File: src/rtl/sfq_pkg.sv
// shared types and constants for the searchable fifo queue
// no dependencies; used by the store, the top level and the checker
`default_nettype none

package sfq_pkg;

    // entry count, a power of two so the ring pointers wrap by themselves
    localparam int DEPTH = 16;
    localparam int AW    = $clog2(DEPTH);
    localparam int CW    = $clog2(DEPTH + 1);

    localparam logic [2:0] CMD_INSERT = 3'd0;
    localparam logic [2:0] CMD_REMOVE = 3'd1;
    localparam logic [2:0] CMD_LOCATE = 3'd2;
    localparam logic [2:0] CMD_STATUS = 3'd3;
    localparam logic [2:0] CMD_LIST   = 3'd4;

    localparam logic [1:0] STAT_OK       = 2'd0;
    localparam logic [1:0] STAT_FULL     = 2'd1;
    localparam logic [1:0] STAT_EMPTY    = 2'd2;
    localparam logic [1:0] STAT_NOTFOUND = 2'd3;

    typedef struct packed {
        logic [2:0]         command;
        logic signed [31:0] operand_value;
    } t_cmd_word;

    typedef struct packed {
        logic [1:0]         status;
        logic signed [31:0] data_value;
        logic [4:0]         position;
        logic [4:0]         fill_count;
        logic               last;
    } t_result_word;

    typedef struct packed {
        logic               en;
        logic [AW-1:0]      addr;
        logic signed [31:0] data;
    } t_wr_req;

    typedef enum logic [1:0] {
        S_IDLE,
        S_REMOVE,
        S_SCAN,
        S_LIST
    } t_state;

endpackage

`default_nettype wire

File: src/rtl/sfq_store.sv
// entry memory: one write port, one read port with registered read data
// depends on sfq_pkg
`default_nettype none

module sfq_store (
    input  wire logic                       i_clk,
    input  wire sfq_pkg::t_wr_req           i_wr,
    input  wire logic [sfq_pkg::AW-1:0]     i_rd_addr,
    output logic signed [31:0]              o_rd_data
);

    logic signed [31:0] mem [sfq_pkg::DEPTH];
    logic signed [31:0] r_rd_data;

    always_ff @(posedge i_clk) begin
        if (i_wr.en) begin
            mem[i_wr.addr] <= i_wr.data;
        end
        r_rd_data <= mem[i_rd_addr];
    end

    assign o_rd_data = r_rd_data;

endmodule

`default_nettype wire

File: src/rtl/searchable_fifo_queue.sv
// searchable fifo queue top level: command decode, ring pointers and result register
// depends on sfq_pkg and sfq_store
//
// A command word is taken when start is high and busy is low. Insert and status
// never raise busy: their result shows in the next cycle and a new command may
// follow at once. Remove passes through a remove state that takes the head entry.
// Locate compares the entries one at a time, head first, and stops at the first
// match or after the last entry. List streams one entry per cycle, head first,
// with last set on the final word. Empty or full cases answer without raising
// busy. The scans use the single read port of the entry memory, which returns
// one entry per cycle with registered read data. Results are held on o_result
// for exactly one cycle, marked by o_strobe, and cannot be stalled.
// Unused command codes are dropped without a result.
`default_nettype none

module searchable_fifo_queue (
    input  wire logic                  i_clk,
    input  wire logic                  i_rst_n,
    input  wire logic                  start,
    output logic                       busy,
    input  wire sfq_pkg::t_cmd_word    i_cmd,
    output logic                       o_strobe,
    output sfq_pkg::t_result_word      o_result
);

    sfq_pkg::t_state       r_state, n_state;
    logic [sfq_pkg::AW-1:0] r_head, n_head;
    logic [sfq_pkg::CW-1:0] r_count, n_count;
    logic [sfq_pkg::AW-1:0] r_idx, n_idx;
    logic signed [31:0]     r_key, n_key;
    logic                   r_strobe, n_strobe;
    sfq_pkg::t_result_word  r_res, n_res;

    sfq_pkg::t_wr_req       wr;
    logic [sfq_pkg::AW-1:0] rd_addr;
    logic signed [31:0]     rd_data;
    logic [sfq_pkg::CW-1:0] idx_inc;

    sfq_store u_store (
        .i_clk     (i_clk),
        .i_wr      (wr),
        .i_rd_addr (rd_addr),
        .o_rd_data (rd_data)
    );

    assign idx_inc = {1'b0, r_idx} + sfq_pkg::CW'(1);

    always_ff @(posedge i_clk) begin
        if (!i_rst_n) begin
            r_state  <= sfq_pkg::S_IDLE;
            r_head   <= '0;
            r_count  <= '0;
            r_idx    <= '0;
            r_strobe <= 1'b0;
        end else begin
            r_state  <= n_state;
            r_head   <= n_head;
            r_count  <= n_count;
            r_idx    <= n_idx;
            r_strobe <= n_strobe;
        end
    end

    always_ff @(posedge i_clk) begin
        r_key <= n_key;
        r_res <= n_res;
    end

    always_comb begin
        n_state  = r_state;
        n_head   = r_head;
        n_count  = r_count;
        n_idx    = r_idx;
        n_key    = r_key;
        n_strobe = 1'b0;
        n_res    = r_res;
        wr.en    = 1'b0;
        wr.addr  = r_head + r_count[sfq_pkg::AW-1:0];
        wr.data  = i_cmd.operand_value;
        rd_addr  = r_head + idx_inc[sfq_pkg::AW-1:0];

        case (r_state)
            sfq_pkg::S_IDLE: begin
                rd_addr = r_head;
                n_res.status     = sfq_pkg::STAT_OK;
                n_res.data_value = '0;
                n_res.position   = '0;
                n_res.fill_count = 5'(r_count);
                n_res.last       = 1'b1;
                if (start) begin
                    case (i_cmd.command)
                        sfq_pkg::CMD_INSERT: begin
                            n_strobe = 1'b1;
                            if (r_count == sfq_pkg::CW'(sfq_pkg::DEPTH)) begin
                                n_res.status = sfq_pkg::STAT_FULL;
                            end else begin
                                wr.en            = 1'b1;
                                n_count          = r_count + sfq_pkg::CW'(1);
                                n_res.fill_count = 5'(r_count + sfq_pkg::CW'(1));
                            end
                        end
                        sfq_pkg::CMD_REMOVE: begin
                            if (r_count == '0) begin
                                n_strobe     = 1'b1;
                                n_res.status = sfq_pkg::STAT_EMPTY;
                            end else begin
                                n_state = sfq_pkg::S_REMOVE;
                            end
                        end
                        sfq_pkg::CMD_LOCATE: begin
                            if (r_count == '0) begin
                                n_strobe     = 1'b1;
                                n_res.status = sfq_pkg::STAT_EMPTY;
                            end else begin
                                n_key   = i_cmd.operand_value;
                                n_idx   = '0;
                                n_state = sfq_pkg::S_SCAN;
                            end
                        end
                        sfq_pkg::CMD_STATUS: begin
                            n_strobe = 1'b1;
                        end
                        sfq_pkg::CMD_LIST: begin
                            if (r_count == '0) begin
                                n_strobe     = 1'b1;
                                n_res.status = sfq_pkg::STAT_EMPTY;
                            end else begin
                                n_idx   = '0;
                                n_state = sfq_pkg::S_LIST;
                            end
                        end
                        default: begin
                            n_strobe = 1'b0;
                        end
                    endcase
                end
            end
            sfq_pkg::S_REMOVE: begin
                n_strobe         = 1'b1;
                n_res.status     = sfq_pkg::STAT_OK;
                n_res.data_value = rd_data;
                n_res.position   = '0;
                n_res.fill_count = 5'(r_count - sfq_pkg::CW'(1));
                n_res.last       = 1'b1;
                n_count          = r_count - sfq_pkg::CW'(1);
                n_head           = r_head + sfq_pkg::AW'(1);
                n_state          = sfq_pkg::S_IDLE;
            end
            sfq_pkg::S_SCAN: begin
                n_res.data_value = '0;
                n_res.fill_count = 5'(r_count);
                n_res.last       = 1'b1;
                if (rd_data == r_key) begin
                    n_strobe       = 1'b1;
                    n_res.status   = sfq_pkg::STAT_OK;
                    n_res.position = 5'(idx_inc);
                    n_state        = sfq_pkg::S_IDLE;
                end else if (idx_inc == r_count) begin
                    n_strobe       = 1'b1;
                    n_res.status   = sfq_pkg::STAT_NOTFOUND;
                    n_res.position = '0;
                    n_state        = sfq_pkg::S_IDLE;
                end else begin
                    n_idx = idx_inc[sfq_pkg::AW-1:0];
                end
            end
            sfq_pkg::S_LIST: begin
                n_strobe         = 1'b1;
                n_res.status     = sfq_pkg::STAT_OK;
                n_res.data_value = rd_data;
                n_res.position   = 5'(idx_inc);
                n_res.fill_count = 5'(r_count);
                n_res.last       = (idx_inc == r_count);
                if (idx_inc == r_count) begin
                    n_state = sfq_pkg::S_IDLE;
                end else begin
                    n_idx = idx_inc[sfq_pkg::AW-1:0];
                end
            end
            default: begin
                n_state = sfq_pkg::S_IDLE;
            end
        endcase
    end

    assign busy     = (r_state != sfq_pkg::S_IDLE);
    assign o_strobe = r_strobe;
    assign o_result = r_res;

endmodule

`default_nettype wire

File: config.mk
export PLATFORM = sky130hd
export DESIGN_NAME = searchable_fifo_queue
export DESIGN_NICKNAME = d
export VERILOG_FILES = /design/src/rtl/sfq_pkg.sv /design/src/rtl/sfq_store.sv /design/src/rtl/searchable_fifo_queue.sv
export SDC_FILE = /design/constraint.sdc
export NUM_CORES = 1
export LEC_CHECK = 0
export ABC_AREA = 1
export BUFFER_PORTS_ARGS = -buffer_cell sky130_fd_sc_hd__buf_4
export CAP_MARGIN = 20
export CORE_MARGIN = 3
export CORE_UTILIZATION = 66
export CTS_BUF_LIST = sky130_fd_sc_hd__clkbuf_16
export DETAILED_ROUTE_END_ITERATION = 12
export PLACE_DENSITY_LB_ADDON = 0.3
export SLEW_MARGIN = 0
export SYNTH_ARGS = -nofsm -noshare
export SYNTH_HDL_FRONTEND = slang
export SYNTH_SLANG_ARGS = --single-unit
File: constraint.sdc
create_clock -name i_clk -period 8.3 [get_ports i_clk]
set_input_delay 0.83 -clock i_clk [delete_from_list [all_inputs] [get_ports i_clk]]
set_output_delay 0.83 -clock i_clk [all_outputs]
set_load 0.01 [all_outputs]
==> results by stage, run 1 <==
Global route:
- Across every metal layer, demand over resource in global routing totals 0.289.
- The first global-routing pass estimated 90,100 microns of wire.
- Summed over all layers, the global routing overflow is 0.
- Entering global routing, the biggest net connects 113 pins.
- The number of global-route vias before repair is 16,200.
- The number of antenna violations at the first check in global routing is 1.

Synth:
- After synthesis, the largest family of logic cells by area is compound AO/OA/AOI/OAI gates.
- The average size of a mapped cell is 12.2 sq um.
- The post-synthesis mux area share is 0.
- The number of distinct library cells after synthesis is 39.
- The synthesized design contains 637 register bits.
- The number of enable-type register cells in the synthesized netlist is 551.
- The share of the synthesized area in the top cell type is 0.662.
- For this run, the number of Yosys warnings is 0.
- The most common cell in the netlist is sky130_fd_sc_hd__edfxtp_1.
- Ranked by total cell area, the synthesized netlist is headed by sky130_fd_sc_hd__edfxtp_1 (66%), sky130_fd_sc_hd__dfxtp_1 (6.9%), sky130_fd_sc_hd__nor2_1 (4.6%).
- The fraction of the mapped netlist area in simple logic gates is 0.0983.
- The number of nets handed over by synthesis was 2,108.
- In the synthesized netlist the dominant register cell turns out to be sky130_fd_sc_hd__edfxtp_1.
- Of the total synthesized cell area, the portion taken by XOR and XNOR cells is 0.0142.
- In the synthesized netlist, the number of instances is 2,057.
- The top cell type by total area after synthesis is sky130_fd_sc_hd__edfxtp_1.
- For this run, the register share of the synthesized area comes to 0.730.
- After synthesis, the most frequently instantiated cells are sky130_fd_sc_hd__edfxtp_1 (551), sky130_fd_sc_hd__nor2_1 (305), sky130_fd_sc_hd__nand2_1 (291), sky130_fd_sc_hd__o21ai_0 (167), sky130_fd_sc_hd__o21ai_1 (159).
- The fraction of synthesis flops using an asynchronous set or reset pin is 0.
- Of the total synthesized cell area, the portion taken by full adders, half adders and majority gates is 0.00710.
- The post-synthesis instance area is 25,000 sq um.
- The complex-gate fraction of the synthesized area was 0.104.

Placement:
- The weighted congestion at the end of routability-driven global placement is 0.844.
- During placement, the flow inserted port buffers numbering 84.
- The worst slack after detailed placement is 3930 ps.
- Including well taps, the total number of placed cells is 2,560.
- The HPWL after detailed placement is 28,700 microns.
- After detailed placement, the total cell area comes to 26,000 sq um.

STA:
- Setup repair after global routing left no endpoint under its margin.
- The part of the cycle the worst path needs is 0.537.
- Setup violations remaining at the end of the flow were counted as 0.
- The worst pin sits at a relative slew slack of 0.262.
- The number of pins exceeding their max-slew limit in the final report is 0.
- Final hold analysis gives a worst-case slack of 449 ps.
- The minimum setup slack in the final design is 3840 ps.
- The final number of hold-violating endpoints is 0.
- Between clock sinks in the finished design, the worst skew comes to 14.2 ps.
- The sum of negative setup slack is 0 ps.
- The achievable frequency is 224 MHz.
- The slew at the pin closest to its max-slew limit is 1110 ps.
- The final period demand of the worst path is 4460 ps.

Clock network:
- Clock-pin slew was measured on the worst setup and hold paths at 60 ps.
- The cell at the root of the clock tree is sky130_fd_sc_hd__clkbuf_16.
- In this run the number of H-tree levels came out at 2.
- The clock passes through at most 3 buffers.
- The count of clock tree sinks is 637.
- At the later pin of the worst-skew pair, clock insertion delay measures 600 ps.
- The number of buffers inserted during clock tree synthesis is 59.
- The number of buffers inserted by hold repair at cts is 0.
- Buffers added to address setup during post-CTS repair amount to 0.
- After clock tree synthesis, the repair step resized 0 gates.
- TritonCTS built the clock tree.

Floorplan:
- The starting utilization of the core area is 0.677.
- The I/O pin count is 85.
- The initialized floorplan defines 70 standard-cell rows.
- The core region is 37,000 sq um.
- The die area is 40,300 sq um.
- The die span in x is 201 microns.
- From bottom edge to top edge, the die measures 201 microns.

Hold path:
- The min-delay analysis places its worst path in the category reg2reg.
- The depth of the worst hold-timing path is 2.

Power:
- The switching share of power is 0.408.
- Dividing total power by cell area gives a power density of 402 nW/um^2.
- The switching power total is 4.58 mW.
- VDD sags by at most 318 uV.
- The static leakage is 10.3 nW.
- The final total power is 11.2 mW.
- The total internal power is 6.64 mW.
- The share of total power dissipated in the clock network is 0.232.
- The share of total power dissipated in combinational logic is 0.420.
- The proportion of power drawn by flip-flops and latches is 0.348.

Worst setup path:
- The peak fanout along the critical path is 100.
- The required time of the worst setup path is 8840 ps.
- The internal reg-to-reg setup slack is 3840 ps.
- Traced cell by cell, the critical path runs through inv_2 -> nand2_4 -> nand2_1 -> nand2_8 -> buf_4 -> buf_4 -> o21ai_0 -> o22ai_1 -> nand2_1 -> o21ai_1 -> nand2_1 -> nand2_1.
- STA classifies the critical path endpoint as a flip-flop.
- The category of the most critical setup path is reg2reg.
- The launching element type of the critical path is a flip-flop.
- The most repeated library cell on the critical path is sky130_fd_sc_hd__nand2_1.
- The number of cells on the worst reg-to-reg path is 12.
- The data arrival time of the worst path is 5000 ps.
- In this design, the stage delay of the slowest critical-path cell is 1030 ps.
- Among all stages on the critical path, the largest delay is contributed by sky130_fd_sc_hd__dfxtp_2.

Layout:
- The post-synthesis to final-layout area growth is 11.6%.
- For this run, the share of the core covered by cells in the final layout is 0.755.
- Excluding fillers, the count of instances in the completed layout stands at 2,674.
- The net count of the finished layout is 2,168.
- The ratio of cells with drive above 1 in the final layout is 0.107.
- The finished cells cover 27,900 sq um.
- The filler cells instantiated in the layout total 2,221.

Run:
- Across the run, the number of max-cap violations was 0.

Routing:
- Wires add up to 59,100 microns.
- The average detailed-routed wire length per instance is 22.1 microns.
- The first detailed-routing pass ran for 6 iterations.
- For this run, design rule violations remaining after detail routing come to 0.
- The number of nets still failing antenna checks after routing is 0.
- For this block, the initial DRC count from the detailed router was 2,083.
- The routed layout has 16,500 vias.
- The via-per-instance ratio is 6.18.

Run status:
- The flow ran to the end, and the final reports show no timing, DRC or antenna violations.
## final cells by class
cell class	count	area, sq um	share of cell area
multi-input cells	1167	5760	0.207
inverters	141	536	0.0192
clock buffers	60	1500	0.0538
flip-flops and latches	637	18300	0.655
repair buffers	111	833	0.0299
diodes	2	5.00	0.000179
clock inverters	52	372	0.0133
well taps	504	631	0.0226
## power groups by stage
stage	sequential, mW	clock (mW)	combinational, mW
floorplan	3.92	0	3.60
global placement	3.96	0	4.34
detailed placement	3.97	0	4.55
CTS	3.90	2.62	4.65
global route	3.93	2.75	5.25
finish	3.91	2.60	4.71
## worst max-delay path: cells and delay by family (launching register included)
kind            cells  cell delay (ps)
simple gates        6              990
compound gates      3              550
flops               1             1030
buf+inv             3             1760
## flip-flops by register name, summed over array words and instances, names as in the netlist
name               flops
u_store.mem          512
o_result              45
r_key                 32
u_store.o_rd_data     32
r_count                5
r_head                 4
r_idx                  4
r_state                2
o_strobe               1
## final timing paths
check	to	start
setup reg to reg	u_store.o_rd_data[24]$_DFF_P_	r_state[0]$_SDFFE_PN0P_
setup / recovery	u_store.o_rd_data[24]$_DFF_P_	r_state[0]$_SDFFE_PN0P_
hold reg to reg	o_result[37]$_DFF_P_	u_store.o_rd_data[26]$_DFF_P_
hold / removal	o_result[37]$_DFF_P_	u_store.o_rd_data[26]$_DFF_P_
## cells in the final DEF (no fill, tap or decap), types with 17 or more instances in the layout
master	count
sky130_fd_sc_hd__o22ai_1	130
sky130_fd_sc_hd__clkbuf_16	60
sky130_fd_sc_hd__o21ai_1	158
sky130_fd_sc_hd__nand2_1	291
sky130_fd_sc_hd__edfxtp_1	551
sky130_fd_sc_hd__buf_4	111
sky130_fd_sc_hd__nand3_1	21
sky130_fd_sc_hd__inv_1	148
sky130_fd_sc_hd__clkinv_1	17
sky130_fd_sc_hd__dfxtp_1	85
sky130_fd_sc_hd__xnor2_1	30
sky130_fd_sc_hd__nor2_4	17
sky130_fd_sc_hd__o21ai_0	167
sky130_fd_sc_hd__nor2_1	289
sky130_fd_sc_hd__a21oi_1	19
## layer usage
layer,up-vias,share of wire,global-route usage
li1,7368,-,-
met1,7928,0.36,0.382
met2,1031,0.48,0.476
met3,191,0.11,0.0524
met4,0,0.045,0.132
met5,-,0,0
## logic make-up (layout without fill, tap and decap cells)
| group | count (synthesis) | after routing |
|---|---|---|
| other | 0 | 2 |
| buffers and inverters | 253 | 364 |
| AOI/OAI and AO/OA | 482 | 482 |
| and+or+nand+nor | 634 | 634 |
| xor gates and xnor gates | 38 | 38 |
| adders and majority gates | 13 | 13 |
| DFF | 637 | 637 |
Power figures use the tool's default switching activity.
==> inputs of run 2 (changes only) <==
Settings changed: CORE_UTILIZATION 66 to 56.
Clock period 8.3 ns to 4 ns, I/O delays scaled along.
==> results by stage, run 2 (same netlist as run 1, synthesis figures left out) <==
Floorplan:
- The core footprint is 43,600 sq um (+18%).
- The die area is 47,200 sq um (+17%).
- The die span in x is 217 microns (+8.3%).
- The standard-cell row count is 76 (+8.6%).
- The starting utilization of the core area is 0.574 (-0.102).
- The I/O pin count is 85 (unchanged).
- The height of the die is 217 microns (+8.3%).

Clock network:
- The H-tree depth reported by CTS came to 2 (unchanged).
- The post-CTS repair timing setup buffer count is 0 (unchanged).
- The clock-pin slew on the worst setup and hold paths is 60 ps (about the same).
- The cell at the root of the clock tree is sky130_fd_sc_hd__clkbuf_16.
- The number of buffers inserted during clock tree synthesis was 61 (+3.4%).
- TritonCTS built the clock tree.
- The clock insertion delay at the later pin of the skew report is 620 ps (+20 ps).
- The number of gates resized after CTS is 0 (unchanged).
- The maximum count of clock buffers along a single path is 3 (unchanged).
- The count of clock tree sinks is 637 (unchanged).
- The number of buffers inserted by hold repair at cts is 0 (unchanged).

STA:
- The setup-violating endpoint count in the final report is 0 (unchanged).
- The part of the cycle the worst path needs came to 0.824 (+0.286).
- The number of pins exceeding their max-slew limit in the final report was 0 (unchanged).
- The sum of negative setup slack is 0 ps (unchanged).
- Setup repair after global routing left no endpoint under its margin.
- The final period demand of the worst path is 3300 ps (-1170 ps).
- The slew at the pin closest to its max-slew limit is 748 ps (-358 ps).
- The worst clock skew on the final layout is 17.5 ps (+3.29 ps).
- The achievable frequency was 303 MHz (+35%).
- The final number of hold-violating endpoints is 0 (unchanged).
- The tightest slew margin relative to the limit is 0.500 (+0.237).
- The final-layout worst hold slack was 68.7 ps (-380 ps).

Placement:
- The weighted congestion at the end of routability-driven global placement came to 0.878 (+4.0%).
- The count of input and output buffers is 84 (unchanged).
- The post-detailed-placement cell area is 26,400 sq um (+1.5%).
- The half-perimeter wire length after detailed placement was 33,700 microns (+17%).

Layout:
- The number of antenna diodes came to 0 (-2).
- The library cell used most frequently in the layout, excluding fill and tap cells, is sky130_fd_sc_hd__edfxtp_1.
- The post-synthesis to final-layout area growth is 13.4%.
- The net count of the finished layout is 2,188 (+0.92%).
- The footprint of the multi-input gates is 5760 sq um (unchanged).
- The ratio of cells with drive above 1 in the final layout is 0.114 (+0.00771).
- The largest register by flop count is u_store.mem.
- The top cell types in the final layout, fill and taps aside, are sky130_fd_sc_hd__edfxtp_1 (551), sky130_fd_sc_hd__nand2_1 (291), sky130_fd_sc_hd__nor2_1 (289), sky130_fd_sc_hd__o21ai_0 (167), sky130_fd_sc_hd__o21ai_1 (158).
- The number of flip-flops in the largest register is 512 (unchanged).
- The register cell area after layout is 18,300 sq um (unchanged).
- The post-layout instance area is 28,400 sq um (+1.6%).
- The final-layout fill cell count came to 3,190 (+44%).

Run status:
- The flow ran to the end, and the final reports show no timing, DRC or antenna violations.

Hold path:
- The depth of the worst hold-timing path is 3 (+1).
- For hold timing, the worst endpoint is r_idx[0]$_SDFFE_PN0P_.
- The startpoint of the lowest-slack hold path is i_rst_n.
- The path class of the tightest hold or removal check is in2reg.

Worst setup path:
- The worst setup path is captured at a flip-flop.
- The critical path's slowest cell is sky130_fd_sc_hd__nor2_4.
- The first element of the critical path is r_count[1]$_SDFFE_PN0P_.
- The required time of the worst setup path is 4310 ps (-4530 ps).
- The largest incremental delay on the critical path is 710 ps (-320 ps).
- The data arrival time of the worst path came to 3600 ps (-1400 ps).
- The cell depth of the worst flop-to-flop path is 10 (-2).
- The launching element type of the critical path is a flip-flop.
- The number of buffers and inverters on the critical path was 3 (unchanged).
- The internal reg-to-reg setup slack is 700 ps (-3130 ps).
- The critical path is of the reg2reg type.
- The peak fanout along the critical path is 16 (-84%).
- The worst register-to-register path begins at r_count[1]$_SDFFE_PN0P_.
- The end of the worst register-to-register path is u_store.mem[6][14]$_DFFE_PP_.
- The family of cells with the greatest summed delay on the critical path is simple AND/OR/NAND/NOR gates.
- Traced cell by cell, the critical path runs through inv_1 -> ha_1 -> nand2_1 -> nor2_1 -> inv_1 -> nand2_1 -> nor2_1 -> nand3_1 -> nor2_4 -> buf_4.

Global route:
- The total overflow reported by the global router is 0 (unchanged).
- The largest net degree at the start of global routing was 136 (+20%).
- The number of global-route vias before repair is 15,600 (-3.8%).
- The global-route wire length before repair is 91,300 microns (+1.3%).
- The number of antenna violations at the first check in global routing came to 0 (-1).
- The overall routing resource usage was 0.252 (-0.0376).

Routing:
- The via-per-instance ratio is 5.84 (-5.4%).
- The number of DRC markers in iteration 0 is 1,878 (-9.8%).
- The overall via count from detail_route is 16,200 (-1.9%).
- The total met3 wirelength after detailed routing is 5030 microns (-19%).
- The total wire length is 59,400 microns (+0.41%).
- The number of optimization iterations in the first detailed-route pass is 8 (+2).
- The number of nets still failing antenna checks after routing is 0 (unchanged).
- The routed metal-1 wire length is 24,300 microns (+13%).
- The average detailed-routed wire length per instance is 21.4 microns (-3.2%).
- The highest layer used for signal routing is met4.
- The number of remaining DRC errors is 0 (unchanged).
- The met2 wire length is 28,400 microns (-0.89%).

Power:
- The power per unit of standard cell area is 850 nW/um^2 (+110%).
- The switching power total is 9.93 mW (+120%).
- The fraction of power consumed by the clock network is 0.229 (-0.003).
- The total internal power is 14.2 mW (+110%).
- The relative contribution of combinational cells to total power is 0.437 (+0.017).
- The static leakage is 10.5 nW (+1.6%).
- The maximum ir drop on the vdd rail was 1060 uV (+230%).
- The proportion of power drawn by flip-flops and latches is 0.334 (-0.014).
- The switching share of power is 0.412 (+0.00395).

Run:
- The max-cap violation count came to 0 (unchanged).
-- run 2: cell count changes in the layout (fill, tap and decap cells not counted), moves of 2 or more --
cell | before | now
sky130_fd_sc_hd__buf_12 | 0 | 13
sky130_fd_sc_hd__buf_4 | 111 | 116
sky130_fd_sc_hd__inv_1 | 148 | 152
sky130_fd_sc_hd__clkinv_1 | 17 | 14
sky130_fd_sc_hd__clkbuf_16 | 60 | 62
sky130_fd_sc_hd__clkinv_2 | 15 | 13
sky130_fd_sc_hd__clkinvlp_4 | 0 | 2
sky130_fd_sc_hd__diode_2 | 2 | 0
sky130_fd_sc_hd__inv_6 | 4 | 2
-- run 2: power groups by stage --
stage | Sequential, mW | Clock [mW] | Combinational (mW)
after floorplan | 8.14 | 0 | 7.47
after global placement | 8.18 | 0 | 10.1
after detailed placement | 8.19 | 0 | 10.4
after CTS | 8.05 | 5.58 | 10.5
after global routing | 8.09 | 5.86 | 11.8
final | 8.05 | 5.51 | 10.5
-- run 2: how the worst max path moves through the flow --
stage                                        end  depth (start not counted)  slack [ps]
global route        u_store.mem[4][10]$_DFFE_PP_                         10         570
global placement     u_store.mem[6][9]$_DFFE_PP_                         10         950
CTS                 u_store.mem[6][10]$_DFFE_PP_                         10         740
floorplan                     r_key[0]$_DFFE_PP_                          5         430
detailed placement   u_store.mem[6][9]$_DFFE_PP_                         10         800
finish              u_store.mem[6][14]$_DFFE_PP_                         10         700
-- run 2: layout make-up --
cell class,instances,share of cell area
flip-flops and latches,637,0.644
multi-input cells,1167,0.203
clock buffers,62,0.0547
repair buffers,129,0.0399
well taps,585,0.0258
inverters,141,0.0189
clock inverters,52,0.0130
-- run 2: metal layers --
layer,vias to the layer above,global-route usage
li1,7399,-
met1,7891,0.356
met2,792,0.403
met3,117,0.0405
met4,0,0.0900
met5,-,0
-- run 2: worst reg2reg max path, delay by kind of cell, from the launching register on --
kind,cells,cell delay [ps]
buffers and inverters,3,610
adder cells (fa/ha/maj),1,250
AND/OR/NAND/NOR,6,1670
flip-flops,1,450
-- run 2: per-stage QoR --
stage / worst slack (ps) / std cells / util / total power, mW
4_1_cts: 740 / 2773 / 0.651 / 24.1
6_report: 704 / 2773 / 0.651 / 24.1
5_1_grt: 569 / 2773 / 0.651 / 25.7
3_5_place_dp: 798 / 2659 / 0.607 / 18.5
3_3_place_gp: 947 / 2659 / 0.607 / 18.3
2_1_floorplan: 429 / 2057 / - / 15.6
